$ cat config.mk
export PLATFORM = sky130hd
export DESIGN_NAME = sha256_byte_stream_hasher_flat
export DESIGN_NICKNAME = d
export VERILOG_FILES = /design/src/hw/rtl/sha256_pkg.sv /design/src/hw/rtl/sha256_if.sv /design/src/hw/rtl/sha256_ram.sv /design/src/hw/rtl/sha256_byte_stream_hasher.sv /design/src/flat_wrapper.sv
export SDC_FILE = /design/constraint.sdc
export NUM_CORES = 2
export LEC_CHECK = 0
export BUFFER_PORTS_ARGS = -buffer_cell sky130_fd_sc_hd__buf_2
export CORE_MARGIN = 5
export CORE_UTILIZATION = 45
export CTS_BUF_LIST = sky130_fd_sc_hd__clkbuf_16
export DETAILED_ROUTE_END_ITERATION = 6
export GPL_TIMING_DRIVEN = 0
export PLACE_DENSITY_LB_ADDON = 0.2
export RECOVER_POWER = 25
export SYNTH_ARGS = -nofsm -noshare
export SYNTH_HDL_FRONTEND = slang
export SYNTH_SLANG_ARGS = --single-unit
$ cat constraint.sdc
create_clock -name clk -period 21.2 [get_ports clk]
set_clock_uncertainty 0.05 [all_clocks]
set_input_delay 1.06 -clock clk [delete_from_list [all_inputs] [get_ports clk]]
set_output_delay 1.06 -clock clk [all_outputs]
set_load 0.05 [all_outputs]
$ cat src/hw/rtl/sha256_pkg.sv
package sha256_pkg;

	localparam logic [31:0] ROUND_K [64] = '{
		32'h428a2f98, 32'h71374491, 32'hb5c0fbcf, 32'he9b5dba5, 32'h3956c25b, 32'h59f111f1,
		32'h923f82a4, 32'hab1c5ed5, 32'hd807aa98, 32'h12835b01, 32'h243185be, 32'h550c7dc3,
		32'h72be5d74, 32'h80deb1fe, 32'h9bdc06a7, 32'hc19bf174, 32'he49b69c1, 32'hefbe4786,
		32'h0fc19dc6, 32'h240ca1cc, 32'h2de92c6f, 32'h4a7484aa, 32'h5cb0a9dc, 32'h76f988da,
		32'h983e5152, 32'ha831c66d, 32'hb00327c8, 32'hbf597fc7, 32'hc6e00bf3, 32'hd5a79147,
		32'h06ca6351, 32'h14292967, 32'h27b70a85, 32'h2e1b2138, 32'h4d2c6dfc, 32'h53380d13,
		32'h650a7354, 32'h766a0abb, 32'h81c2c92e, 32'h92722c85, 32'ha2bfe8a1, 32'ha81a664b,
		32'hc24b8b70, 32'hc76c51a3, 32'hd192e819, 32'hd6990624, 32'hf40e3585, 32'h106aa070,
		32'h19a4c116, 32'h1e376c08, 32'h2748774c, 32'h34b0bcb5, 32'h391c0cb3, 32'h4ed8aa4a,
		32'h5b9cca4f, 32'h682e6ff3, 32'h748f82ee, 32'h78a5636f, 32'h84c87814, 32'h8cc70208,
		32'h90befffa, 32'ha4506ceb, 32'hbef9a3f7, 32'hc67178f2};

	localparam logic [31:0] INIT_H [8] = '{
		32'h6a09e667, 32'hbb67ae85, 32'h3c6ef372, 32'ha54ff53a,
		32'h510e527f, 32'h9b05688c, 32'h1f83d9ab, 32'h5be0cd19};

	localparam logic MODE_ABSORB = 1'b0;
	localparam logic MODE_FINISH = 1'b1;

	typedef enum logic [1:0] {
		PAD_MARK = 2'd0,
		PAD_ZERO = 2'd1,
		PAD_LEN  = 2'd2
	} pad_stage_t;

	function automatic logic [31:0] ror(input logic [31:0] x, input int n);
		ror = (x >> n) | (x << (32 - n));
	endfunction

	function automatic logic [31:0] sg0(input logic [31:0] x);
		sg0 = ror(x, 7) ^ ror(x, 18) ^ (x >> 3);
	endfunction

	function automatic logic [31:0] sg1(input logic [31:0] x);
		sg1 = ror(x, 17) ^ ror(x, 19) ^ (x >> 10);
	endfunction

	function automatic logic [31:0] bs0(input logic [31:0] x);
		bs0 = ror(x, 2) ^ ror(x, 13) ^ ror(x, 22);
	endfunction

	function automatic logic [31:0] bs1(input logic [31:0] x);
		bs1 = ror(x, 6) ^ ror(x, 11) ^ ror(x, 25);
	endfunction

endpackage

$ cat src/hw/rtl/sha256_if.sv
interface sha256_req_if;
	logic       valid;
	logic       ready;
	logic       mode;
	logic [7:0] data_byte;

	modport source (output valid, mode, data_byte, input ready);
	modport sink (input valid, mode, data_byte, output ready);
endinterface

interface sha256_rsp_if;
	logic        valid;
	logic        ready;
	logic [31:0] digest_word;
	logic [2:0]  word_index;
	logic        last_word;

	modport source (output valid, digest_word, word_index, last_word, input ready);
	modport sink (input valid, digest_word, word_index, last_word, output ready);
endinterface

$ cat src/hw/rtl/sha256_ram.sv
module sha256_ram #(
	parameter int WIDTH = 32,
	parameter int DEPTH = 16
) (
	input  logic                     clk,
	input  logic                     we,
	input  logic [$clog2(DEPTH)-1:0] waddr,
	input  logic [WIDTH-1:0]         wdata,
	input  logic [$clog2(DEPTH)-1:0] raddr,
	output logic [WIDTH-1:0]         rdata
);
	logic [WIDTH-1:0] mem_q [DEPTH];

	always_ff @(posedge clk) begin
		if (we)
			mem_q[waddr] <= wdata;
		rdata <= mem_q[raddr];
	end
endmodule

$ cat src/hw/rtl/sha256_byte_stream_hasher.sv
// SHA-256 over a byte stream. A request with mode 0 appends data_byte to the
// message; the byte that completes a 64-byte block starts a compression
// (loading the block from the buffer RAM, 64 rounds of the single round unit,
// folding the result back into the chaining RAM), during which no request is
// taken. A request with mode 1 pads the message one byte at a time, pausing
// for each compression, compresses one or two more blocks, then returns the
// eight digest words H0..H7 as eight responses, each read, registered and held
// until taken, and starts a new message.
module sha256_byte_stream_hasher (
	input logic               clk,
	input logic               arst_n,
	sha256_req_if.sink        req,
	sha256_rsp_if.source      rsp
);
	typedef enum logic [7:0] {
		ST_IDLE  = 8'b0000_0001,
		ST_PAD   = 8'b0000_0010,
		ST_LOAD  = 8'b0000_0100,
		ST_ROUND = 8'b0000_1000,
		ST_FINAL = 8'b0001_0000,
		ST_ORD   = 8'b0010_0000,
		ST_OWR   = 8'b0100_0000,
		ST_OWAIT = 8'b1000_0000
	} state_t;

	state_t                 state_q;
	sha256_pkg::pad_stage_t pad_q;
	logic [5:0]             cnt_q;
	logic [63:0]            len_q;
	logic [23:0]            wacc_q;
	logic [4:0]             c_q;
	logic [5:0]             rnd_q;
	logic [2:0]             oc_q;
	logic                   fin_q;
	logic                   last_q;
	logic [7:0]             hv_q;
	logic [2:0]             h_ra_s1;
	logic [31:0]            v_q [8];
	logic [31:0]            w_q [16];
	logic                   out_valid_q;
	logic [31:0]            out_word_q;
	logic [2:0]             out_idx_q;
	logic                   out_last_q;

	logic        push;
	logic [7:0]  push_byte;
	logic        buf_we;
	logic [31:0] buf_rdata;
	logic        h_we;
	logic [2:0]  h_waddr;
	logic [31:0] h_wdata;
	logic [2:0]  h_raddr;
	logic [31:0] h_rdata;
	logic [31:0] h_rd;
	logic [31:0] t1;
	logic [31:0] t2;
	logic [31:0] w_new;

	assign req.ready       = (state_q == ST_IDLE);
	assign rsp.valid       = out_valid_q;
	assign rsp.digest_word = out_word_q;
	assign rsp.word_index  = out_idx_q;
	assign rsp.last_word   = out_last_q;

	always_comb begin
		push      = 1'b0;
		push_byte = req.data_byte;
		if (state_q == ST_IDLE) begin
			push = req.valid && (req.mode == sha256_pkg::MODE_ABSORB);
		end else if (state_q == ST_PAD) begin
			case (pad_q)
				sha256_pkg::PAD_MARK: begin
					push      = 1'b1;
					push_byte = 8'h80;
				end
				sha256_pkg::PAD_ZERO: begin
					push      = (cnt_q != 6'd56);
					push_byte = 8'h00;
				end
				sha256_pkg::PAD_LEN: begin
					push      = 1'b1;
					push_byte = len_q[63:56];
				end
				default: begin
					push      = 1'b0;
					push_byte = 8'h00;
				end
			endcase
		end
	end

	assign buf_we = push && (cnt_q[1:0] == 2'd3);

	sha256_ram #(.WIDTH(32), .DEPTH(16)) u_buf (
		.clk   (clk),
		.we    (buf_we),
		.waddr (cnt_q[5:2]),
		.wdata ({wacc_q, push_byte}),
		.raddr (c_q[3:0]),
		.rdata (buf_rdata)
	);

	assign h_raddr = (state_q == ST_ORD || state_q == ST_OWR || state_q == ST_OWAIT)
		? oc_q : c_q[2:0];
	assign h_we    = (state_q == ST_FINAL) && (c_q != 5'd0);
	assign h_waddr = 3'(c_q - 5'd1);
	assign h_rd    = hv_q[h_ra_s1] ? h_rdata : sha256_pkg::INIT_H[h_ra_s1];
	assign h_wdata = h_rd + v_q[0];

	sha256_ram #(.WIDTH(32), .DEPTH(8)) u_chain (
		.clk   (clk),
		.we    (h_we),
		.waddr (h_waddr),
		.wdata (h_wdata),
		.raddr (h_raddr),
		.rdata (h_rdata)
	);

	always_comb begin
		t1 = v_q[7] + sha256_pkg::bs1(v_q[4]) + ((v_q[4] & v_q[5]) ^ (~v_q[4] & v_q[6]))
			+ sha256_pkg::ROUND_K[rnd_q] + w_q[0];
		t2 = sha256_pkg::bs0(v_q[0])
			+ ((v_q[0] & v_q[1]) ^ (v_q[0] & v_q[2]) ^ (v_q[1] & v_q[2]));
		w_new = w_q[0] + sha256_pkg::sg0(w_q[1]) + w_q[9] + sha256_pkg::sg1(w_q[14]);
	end

	always_ff @(posedge clk) begin
		h_ra_s1 <= h_raddr;
		if (push)
			wacc_q <= {wacc_q[15:0], push_byte};
		if (state_q == ST_LOAD && c_q != 5'd0) begin
			for (int i = 0; i < 15; i++)
				w_q[i] <= w_q[i+1];
			w_q[15] <= buf_rdata;
			if (c_q <= 5'd8) begin
				for (int i = 0; i < 7; i++)
					v_q[i] <= v_q[i+1];
				v_q[7] <= h_rd;
			end
		end else if (state_q == ST_ROUND) begin
			for (int i = 0; i < 15; i++)
				w_q[i] <= w_q[i+1];
			w_q[15] <= w_new;
			v_q[0] <= t1 + t2;
			v_q[1] <= v_q[0];
			v_q[2] <= v_q[1];
			v_q[3] <= v_q[2];
			v_q[4] <= v_q[3] + t1;
			v_q[5] <= v_q[4];
			v_q[6] <= v_q[5];
			v_q[7] <= v_q[6];
		end else if (state_q == ST_FINAL && c_q != 5'd0) begin
			for (int i = 0; i < 7; i++)
				v_q[i] <= v_q[i+1];
			v_q[7] <= v_q[0];
		end
		if (state_q == ST_OWR) begin
			out_word_q <= h_rd;
			out_idx_q  <= oc_q;
			out_last_q <= (oc_q == 3'd7);
		end
	end

	always_ff @(posedge clk or negedge arst_n) begin
		if (!arst_n) begin
			state_q     <= ST_IDLE;
			pad_q       <= sha256_pkg::PAD_MARK;
			cnt_q       <= '0;
			len_q       <= '0;
			c_q         <= '0;
			rnd_q       <= '0;
			oc_q        <= '0;
			fin_q       <= 1'b0;
			last_q      <= 1'b0;
			hv_q        <= '0;
			out_valid_q <= 1'b0;
		end else begin
			if (push)
				cnt_q <= cnt_q + 6'd1;
			case (state_q)
				ST_IDLE: begin
					if (req.valid) begin
						if (req.mode == sha256_pkg::MODE_FINISH) begin
							fin_q   <= 1'b1;
							state_q <= ST_PAD;
						end else begin
							len_q <= len_q + 64'd8;
							if (cnt_q == 6'd63) begin
								c_q     <= '0;
								state_q <= ST_LOAD;
							end
						end
					end
				end
				ST_PAD: begin
					case (pad_q)
						sha256_pkg::PAD_MARK: pad_q <= sha256_pkg::PAD_ZERO;
						sha256_pkg::PAD_ZERO: begin
							if (cnt_q == 6'd56)
								pad_q <= sha256_pkg::PAD_LEN;
						end
						sha256_pkg::PAD_LEN: begin
							len_q <= {len_q[55:0], 8'h00};
							if (cnt_q == 6'd63)
								last_q <= 1'b1;
						end
						default: pad_q <= sha256_pkg::PAD_MARK;
					endcase
					if (push && cnt_q == 6'd63) begin
						c_q     <= '0;
						state_q <= ST_LOAD;
					end
				end
				ST_LOAD: begin
					c_q <= c_q + 5'd1;
					if (c_q == 5'd16) begin
						rnd_q   <= '0;
						state_q <= ST_ROUND;
					end
				end
				ST_ROUND: begin
					rnd_q <= rnd_q + 6'd1;
					if (rnd_q == 6'd63) begin
						c_q     <= '0;
						state_q <= ST_FINAL;
					end
				end
				ST_FINAL: begin
					c_q <= c_q + 5'd1;
					if (c_q != 5'd0)
						hv_q[h_waddr] <= 1'b1;
					if (c_q == 5'd8) begin
						if (last_q) begin
							oc_q    <= '0;
							state_q <= ST_ORD;
						end else if (fin_q) begin
							state_q <= ST_PAD;
						end else begin
							state_q <= ST_IDLE;
						end
					end
				end
				ST_ORD: state_q <= ST_OWR;
				ST_OWR: begin
					out_valid_q <= 1'b1;
					state_q     <= ST_OWAIT;
				end
				ST_OWAIT: begin
					if (rsp.ready) begin
						out_valid_q <= 1'b0;
						oc_q        <= oc_q + 3'd1;
						if (oc_q == 3'd7) begin
							hv_q    <= '0;
							len_q   <= '0;
							fin_q   <= 1'b0;
							last_q  <= 1'b0;
							pad_q   <= sha256_pkg::PAD_MARK;
							state_q <= ST_IDLE;
						end else begin
							state_q <= ST_ORD;
						end
					end
				end
				default: state_q <= ST_IDLE;
			endcase
		end
	end

	a_no_overlap: assert property (@(posedge clk) disable iff (!arst_n)
		rsp.valid |-> !req.ready)
		else $error("request taken while digest pending");

	a_last_idx: assert property (@(posedge clk) disable iff (!arst_n)
		(rsp.valid && rsp.last_word) |-> (rsp.word_index == 3'd7))
		else $error("last word flag on wrong index");

	a_block_full: assert property (@(posedge clk) disable iff (!arst_n)
		(state_q == ST_ROUND) |-> (cnt_q == 6'd0))
		else $error("buffer not empty during compression");

	a_reinit: assert property (@(posedge clk) disable iff (!arst_n)
		(rsp.valid && rsp.ready && rsp.last_word) |=> (hv_q == 8'd0 && len_q == 64'd0))
		else $error("state not reinitialized after digest");
endmodule

$ cat src/flat_wrapper.sv
// flat-port wrapper written by rule: the top's interface ports become plain ports
module sha256_byte_stream_hasher_flat 
  (clk, arst_n, req_valid, req_mode, req_data_byte, req_ready, rsp_valid, rsp_digest_word, rsp_word_index, rsp_last_word, rsp_ready);
  sha256_req_if req_i ();
  sha256_rsp_if rsp_i ();
  input logic clk;
  input logic arst_n;
  input wire logic [$bits(req_i.valid)-1:0] req_valid;
  input wire logic [$bits(req_i.mode)-1:0] req_mode;
  input wire logic [$bits(req_i.data_byte)-1:0] req_data_byte;
  output wire logic [$bits(req_i.ready)-1:0] req_ready;
  output wire logic [$bits(rsp_i.valid)-1:0] rsp_valid;
  output wire logic [$bits(rsp_i.digest_word)-1:0] rsp_digest_word;
  output wire logic [$bits(rsp_i.word_index)-1:0] rsp_word_index;
  output wire logic [$bits(rsp_i.last_word)-1:0] rsp_last_word;
  input wire logic [$bits(rsp_i.ready)-1:0] rsp_ready;
  assign req_i.valid = req_valid;
  assign req_i.mode = req_mode;
  assign req_i.data_byte = req_data_byte;
  assign req_ready = req_i.ready;
  assign rsp_valid = rsp_i.valid;
  assign rsp_digest_word = rsp_i.digest_word;
  assign rsp_word_index = rsp_i.word_index;
  assign rsp_last_word = rsp_i.last_word;
  assign rsp_i.ready = rsp_ready;
  sha256_byte_stream_hasher u_core (.clk(clk), .arst_n(arst_n), .req(req_i), .rsp(rsp_i));
endmodule
### Yosys cells after proc, flatten, opt, wreduce, memory -nomap -nowiden

Memory sizes are Yosys's and may differ from the RTL's. A register that Yosys moved wholly into a read port is not among the register bits.
Index checks and enable logic that the tools add are counted.

* add/sub/neg operators: 17
* multipliers: 0
* divide/modulo/power cells: 0
* magnitude comparators: 6
* equal/unequal tests: 35
* shifts and indexed selects: 0
* mux-type cells: 112
* bitwise logic cells: 63
* reduce and logical (&&, ||, !) cells: 29

Operators by type and width (count)
* $mux W32: 37
* $add A32 B32 Y32: 11
* $mux W64: 5
* $xor A32 B32 Y32: 9
* $pmux W64 S3: 1
* $and A32 B32 Y32: 5
* $mux W8: 14
* $add A64 B4 Y64 const B: 1
* $pmux W8 S8: 1
* $not A32 Y32: 1
* $or A1 B1 Y1: 32
* $or A10 B32 Y32: 1
* $or A13 B32 Y32: 1
* $or A14 B32 Y32: 1
* $or A15 B32 Y32: 1
* $or A19 B32 Y32: 1
* $or A21 B32 Y32: 1
* $or A25 B32 Y32: 1
* $or A26 B32 Y32: 1
* $or A30 B32 Y32: 1
* $or A7 B32 Y32: 1
* $pmux W8 S2: 2
* $xor A32 B22 Y32: 1
* $xor A32 B29 Y32: 1
* other kinds (58): 131

* bits in registers: 168
* latch bits: 0
* memory bits (writable): 1536
* ROM bits: 2304
* bits of input ports: 13
* output and inout port bits: 38
* logic and storage cells: 284
* memories: 6

Memory list
* (no name shown): depth 64, bits a word 32, read ports 1, clocked after Yosys merged registers in 0, write ports 0, RTL line sha256_byte_stream_hasher.sv:121 `+ sha256_pkg::ROUND_K[rnd_q] + w_q[0];`
* u_core.u_buf.mem_q: depth 16, bits a word 32, read ports 1, clocked after Yosys merged registers in 1, write ports 1, RTL line sha256_ram.sv:12 `logic [WIDTH-1:0] mem_q [DEPTH];`
* u_core.w_q: depth 16, bits a word 32, read ports 16, clocked after Yosys merged registers in 0, write ports 16, RTL line sha256_byte_stream_hasher.sv:39 `logic [31:0] w_q [16];`
* (no name shown): depth 8, bits a word 32, read ports 1, clocked after Yosys merged registers in 0, write ports 0, RTL line sha256_byte_stream_hasher.sv:107 `assign h_rd = hv_q[h_ra_s1] ? h_rdata : sha256_pkg::INIT_H[h_ra_s1];`
* u_core.u_chain.mem_q: depth 8, bits a word 32, read ports 1, clocked after Yosys merged registers in 1, write ports 1, RTL line sha256_ram.sv:12
* u_core.v_q: depth 8, bits a word 32, read ports 8, clocked after Yosys merged registers in 0, write ports 8, RTL line sha256_byte_stream_hasher.sv:38 `logic [31:0] v_q [8];`

### Logic depth before layout (Yosys ltp)

An unclocked memory read counts as a cell.

* word-level depth: 11
* depth in mapped cells: 39
* gate-level depth less buffers: 38

### By module

From an unflattened synthesis, not the netlist that was laid out.

* cells, all modules: 5967
* area total of the unflattened synthesis: 82958.3 µm²

By module, submodules not included
* sha256_byte_stream_hasher: instances 1, cells each 4714, area each 52656.8 µm², seq. area each 27477.6 µm²
* sha256_ram at u_core.u_buf: instances 1, cells each 838, area each 19835.3 µm², seq. area each 16015.4 µm²
* sha256_ram at u_core.u_chain: instances 1, cells each 415, area each 10466.3 µm², seq. area each 8328.0 µm²

### Worst setup path before layout

No wires, ideal clock.

* path kind: register -> register
* start: register u_core.c_q[0]
* end: memory u_core.w_q[0][0], enable pin
* setup time: 3.637 ns
* arrival: 10.670 ns
* required time: 17.513 ns
* slack: 6.843 ns
* stages on the path, launching flop included: 12
* buffers on the path: 5
* clock period less this slack: 14.357 ns
* cell sequence: dfrtp_1 > clkbuf_1 > clkbuf_1 > buf_1 > clkbuf_1 > inv_1 > ha_1 > nand2b_1 > nor3_1 > nand2b_1 > clkbuf_1 > nand2_1

RTL lines
* start, declared: RTL line sha256_byte_stream_hasher.sv:31 `logic [4:0] c_q;`
* start signal, assigned: RTL line sha256_byte_stream_hasher.sv:215 `c_q <= c_q + 5'd1;`
* start signal, assigned: RTL line sha256_byte_stream_hasher.sv:229 `c_q <= c_q + 5'd1;`
* end, declared: RTL line sha256_byte_stream_hasher.sv:39

==> impl_metrics.env <==
export IMPL_outcome="finished, violations left"
export IMPL_failed_checks="max-capacitance violations, max-slew violations"
export IMPL_powerDensity_nw_per_um2=92.8
export IMPL_syn_to_final_growth_pct=12.8
export IMPL_critPathSlowestCell="nor2b_1"
export IMPL_seqCellArea_um2=51800
export IMPL_final_setup_viol_count=0
export IMPL_max_cap_violations=4
export IMPL_end_kind="register"
export IMPL_yosys_register_bits=1765
export IMPL_number_of_instances_resized_during_post_cts_repair=0
export IMPL_grt_use_total_pct=26.1
export IMPL_slowest_delay_ns=0.86
export IMPL_place_area_um2=87700
export IMPL_warnings_from_yosys=0
export IMPL_total_leakage_power_nw=32.4
export IMPL_clock_sinks=1765
export IMPL_ys_async_sr_fraction_pct=5.78
export IMPL_placement_io_buffers=50
export IMPL_worst_margin_slew_ns=3.70
export IMPL_crit_arrival_ns=12.55
export IMPL_cts_buffers=182
export IMPL_period_minus_slack_ns=12.08
export IMPL_post_synth_num_cell_types=107
export IMPL_synth_enable_flop_cells=1596
export IMPL_synth_flop_cell="edfxtp_1"
export IMPL_count_of_antenna_violating_nets_left_after_detailed_routing=0
export IMPL_fp_dieW_um=440
export IMPL_clock_tree_buffer_depth=3
export IMPL_ys_seq_area_share_pct=62.3
export IMPL_design_area_um2=93700
export IMPL_fin_tns_setup_ns=0
export IMPL_dp_slack_ns=9.33
export IMPL_final_layout_size_suffix_gt1_share_pct=10.4
export IMPL_routed_via_count=53700
export IMPL_maxSlewHeadroom_pct=-147
export IMPL_worstHoldPathType="reg2reg"
export IMPL_path_buf_inv=6
export IMPL_floorplan_initialDensity_pct=45.3
export IMPL_p_int_w=0.00630
export IMPL_clk_insertion_delay_late_ns=0.86
export IMPL_filler_cell_count=15800
export IMPL_drt_iter0_drc=6504
export IMPL_worst_slack_ns=9.12
export IMPL_finish_net_count=6973
export IMPL_grt_pass1_vias=52100
export IMPL_postSynthNetCount=6683
export IMPL_vdd_ir_drop_worst_v=0.0000810
export IMPL_final_hold_viol_count=0
export IMPL_std_cell_rows=157
export IMPL_top_level_ports=51
export IMPL_wirelength_met1_mm=109
export IMPL_pwr_share_seq_pct=48.3
export IMPL_crit_required_ns=21.67
export IMPL_layout_commonest_cell="edfxtp_1"
export IMPL_design_core_area_um2=183000
export IMPL_p_sw_w=0.00239
export IMPL_grt_antenna_before_repair=22
export IMPL_layout_worst_path_cycle_share_pct=57.0
export IMPL_yosysTopAreaCell="edfxtp_1"
export IMPL_max_slew_vio_count=116
export IMPL_design_die_area_um2=193000
export IMPL_drt_pass1_iterations=6
export IMPL_critical_path_max_fanout=10
export IMPL_rsz_0062_raised_after_global_routing="no"
export IMPL_comb_power_share_pct=14.5
export IMPL_drcViolationCount=0
export IMPL_layout_core_utilization_pct=51.1
export IMPL_post_cts_setup_buffers=0
export IMPL_clkPwrFrac_pct=37.2
export IMPL_power_share_switching_pct=27.5
export IMPL_critPathTopFamily="compound AO/OA/AOI/OAI gates"
export IMPL_avgViaCountPerCell=5.83
export IMPL_routed_wire_length_per_instance_um=27.6
export IMPL_clk_transition_reported_paths_ns=0.06
export IMPL_tritoncts="done"
export IMPL_die_height_um=440
export IMPL_maximum_number_of_pins_on_one_net_before_global_route_repair=78
export IMPL_detailed_place_hpwl_mm=187
export IMPL_yosysTopAreaCellShare_pct=57.7
export IMPL_h_tree_depth=4
export IMPL_timing_fmax_mhz=82.8
export IMPL_layout_common_cells="1596 x edfxtp_1, 1009 x nand2_1, 351 x o21ai_0"
export IMPL_hold_slack_ns=0.359
export IMPL_synth_area_um2=83100
export IMPL_highest_signal_layer_in_the_routed_design="met5"
export IMPL_gpl_final_weighted_congestion=0.961
export IMPL_type_of_the_setup_path_with_the_least_slack="reg2reg"
export IMPL_detailroute_wirelength_met3_mm=21.2
export IMPL_worstSetupStartpointType="register"
export IMPL_synthCells=6295
export IMPL_cts_hold_repair_buffers=0
export IMPL_dr_wl_met2_mm=115
export IMPL_ys_top_cells_by_area="edfxtp_1 58%, nand2_1 4.6%, mux4_2 4.6%, fa_1 4.5%, xnor2_1 3.1%"
export IMPL_clock_tree_root_cell="clkbuf_16"
export IMPL_multi_input_area_um2=29100
export IMPL_globalRouteOverflowTotal=0
export IMPL_routed_wl_mm=254
export IMPL_grt_first_pass_wirelength_mm=366
export IMPL_synth_avg_cell_area_um2=13.2
==> layout make-up <==
class                           instances  area share (%)
Clock buffer                          183            4.88
Inverter                              278            1.11
Tap cell                             2464            3.29
Multi-Input combinational cell       3931            31.1
Clock inverter                        156            1.58
Buffer                                321            1.40
Timing Repair Buffer                  106            1.35
Antenna cell                            7          0.0187
Sequential cell                      1765            55.3
==> cell families after synthesis <==
kind of cell	Yosys count	share of synthesized area (%)
and+or+nand+nor	1805	9.51
DFF	1765	62.3
AOI/OAI and AO/OA	1117	8.36
adders and majority gates	397	7.61
muxes	220	5.21
xor gates and xnor gates	392	4.13
buffers and inverters	599	2.84
==> worst reg2reg max path, delay by kind of cell, from the launching register on <==
family	cells	cell delay, ns
AND/OR/NAND/NOR	6	1.85
buffers and inverters	6	1.74
adder cells (fa/ha/maj)	7	3.08
flip-flops	1	0.68
XOR/XNOR	1	0.21
multiplexers	1	0.62
AO/OA/AOI/OAI	11	3.53
==> Yosys cell counts, drive strengths merged, types with 101 or more instances <==
| cell | instances |
|---|---|
| edfxtp | 1596 |
| nand2 | 1013 |
| o21ai | 414 |
| xnor2 | 291 |
| inv | 277 |
| nor2 | 264 |
| a21oi | 241 |
| clkbuf | 236 |
| nand3 | 219 |
| fa | 188 |
| ha | 187 |
| mux4 | 168 |
| dfrtp | 101 |
| xor2 | 101 |
==> worst paths after layout <==
| kind | start | end | slack [ns] | cells after the start |
|---|---|---|---|---|
| worst min-delay path | u_core.w_q[0][387] | u_core.w_q[0][355] | 0.36 | 0 |
| worst min register to register | u_core.w_q[0][387] | u_core.w_q[0][355] | 0.36 | 0 |
| min in group asynchronous | arst_n | u_core.len_q[57] | 0.78 | 1 |
| worst max register to register | u_core.rnd_q[1] | u_core.v_q[0][30] | 9.12 | 32 |
| max in group asynchronous | arst_n | u_core.rnd_q[4] | 15.91 | 2 |
| worst max-delay path | u_core.rnd_q[1] | u_core.v_q[0][30] | 9.12 | 32 |
==> per-layer routing <==
metal,up-vias,GRT usage [%]
met5,-,0
met4,2,8.51
met3,414,5.32
met2,2290,40.1
met1,27300,37.4
li1,23600,-
==> registers in the layout, summed over array words and instances (netlist names), 2 cells and up <==
signal / flops
u_core.pad_q: 2
u_core.wacc_q: 24
u_core.hv_q: 8
u_core.w_q: 512
u_core.oc_q: 3
u_core.rnd_q: 6
u_core.rsp.digest_word: 32
u_core.v_q: 256
u_core.c_q: 5
u_core.u_buf.rdata: 32
u_core.h_ra_s1: 3
u_core.rsp.word_index: 3
u_core.len_q: 61
u_core.u_buf.mem_q: 512
u_core.state_q: 8
u_core.cnt_q: 6
u_core.u_chain.rdata: 32
u_core.u_chain.mem_q: 256
==> metrics by stage <==
stage	total power [W]	std cells
after detailed placement	0.00552	8864
after global placement	0.00548	8809
after global routing	0.00901	9205
final	0.00870	9211
after floorplan	0.00498	6295
after CTS	0.00874	9203
==> power groups by stage <==
stage          Combinational [W]  Sequential (W)  Clock (W)
3_3_place_gp             0.00121         0.00427          0
6_report                 0.00126         0.00420    0.00323
4_1_cts                  0.00126         0.00420    0.00329
2_1_floorplan           0.000775         0.00421          0
5_1_grt                  0.00136         0.00421    0.00344
3_5_place_dp             0.00125         0.00427          0
Note: power is estimated with default switching activity, not from simulation.
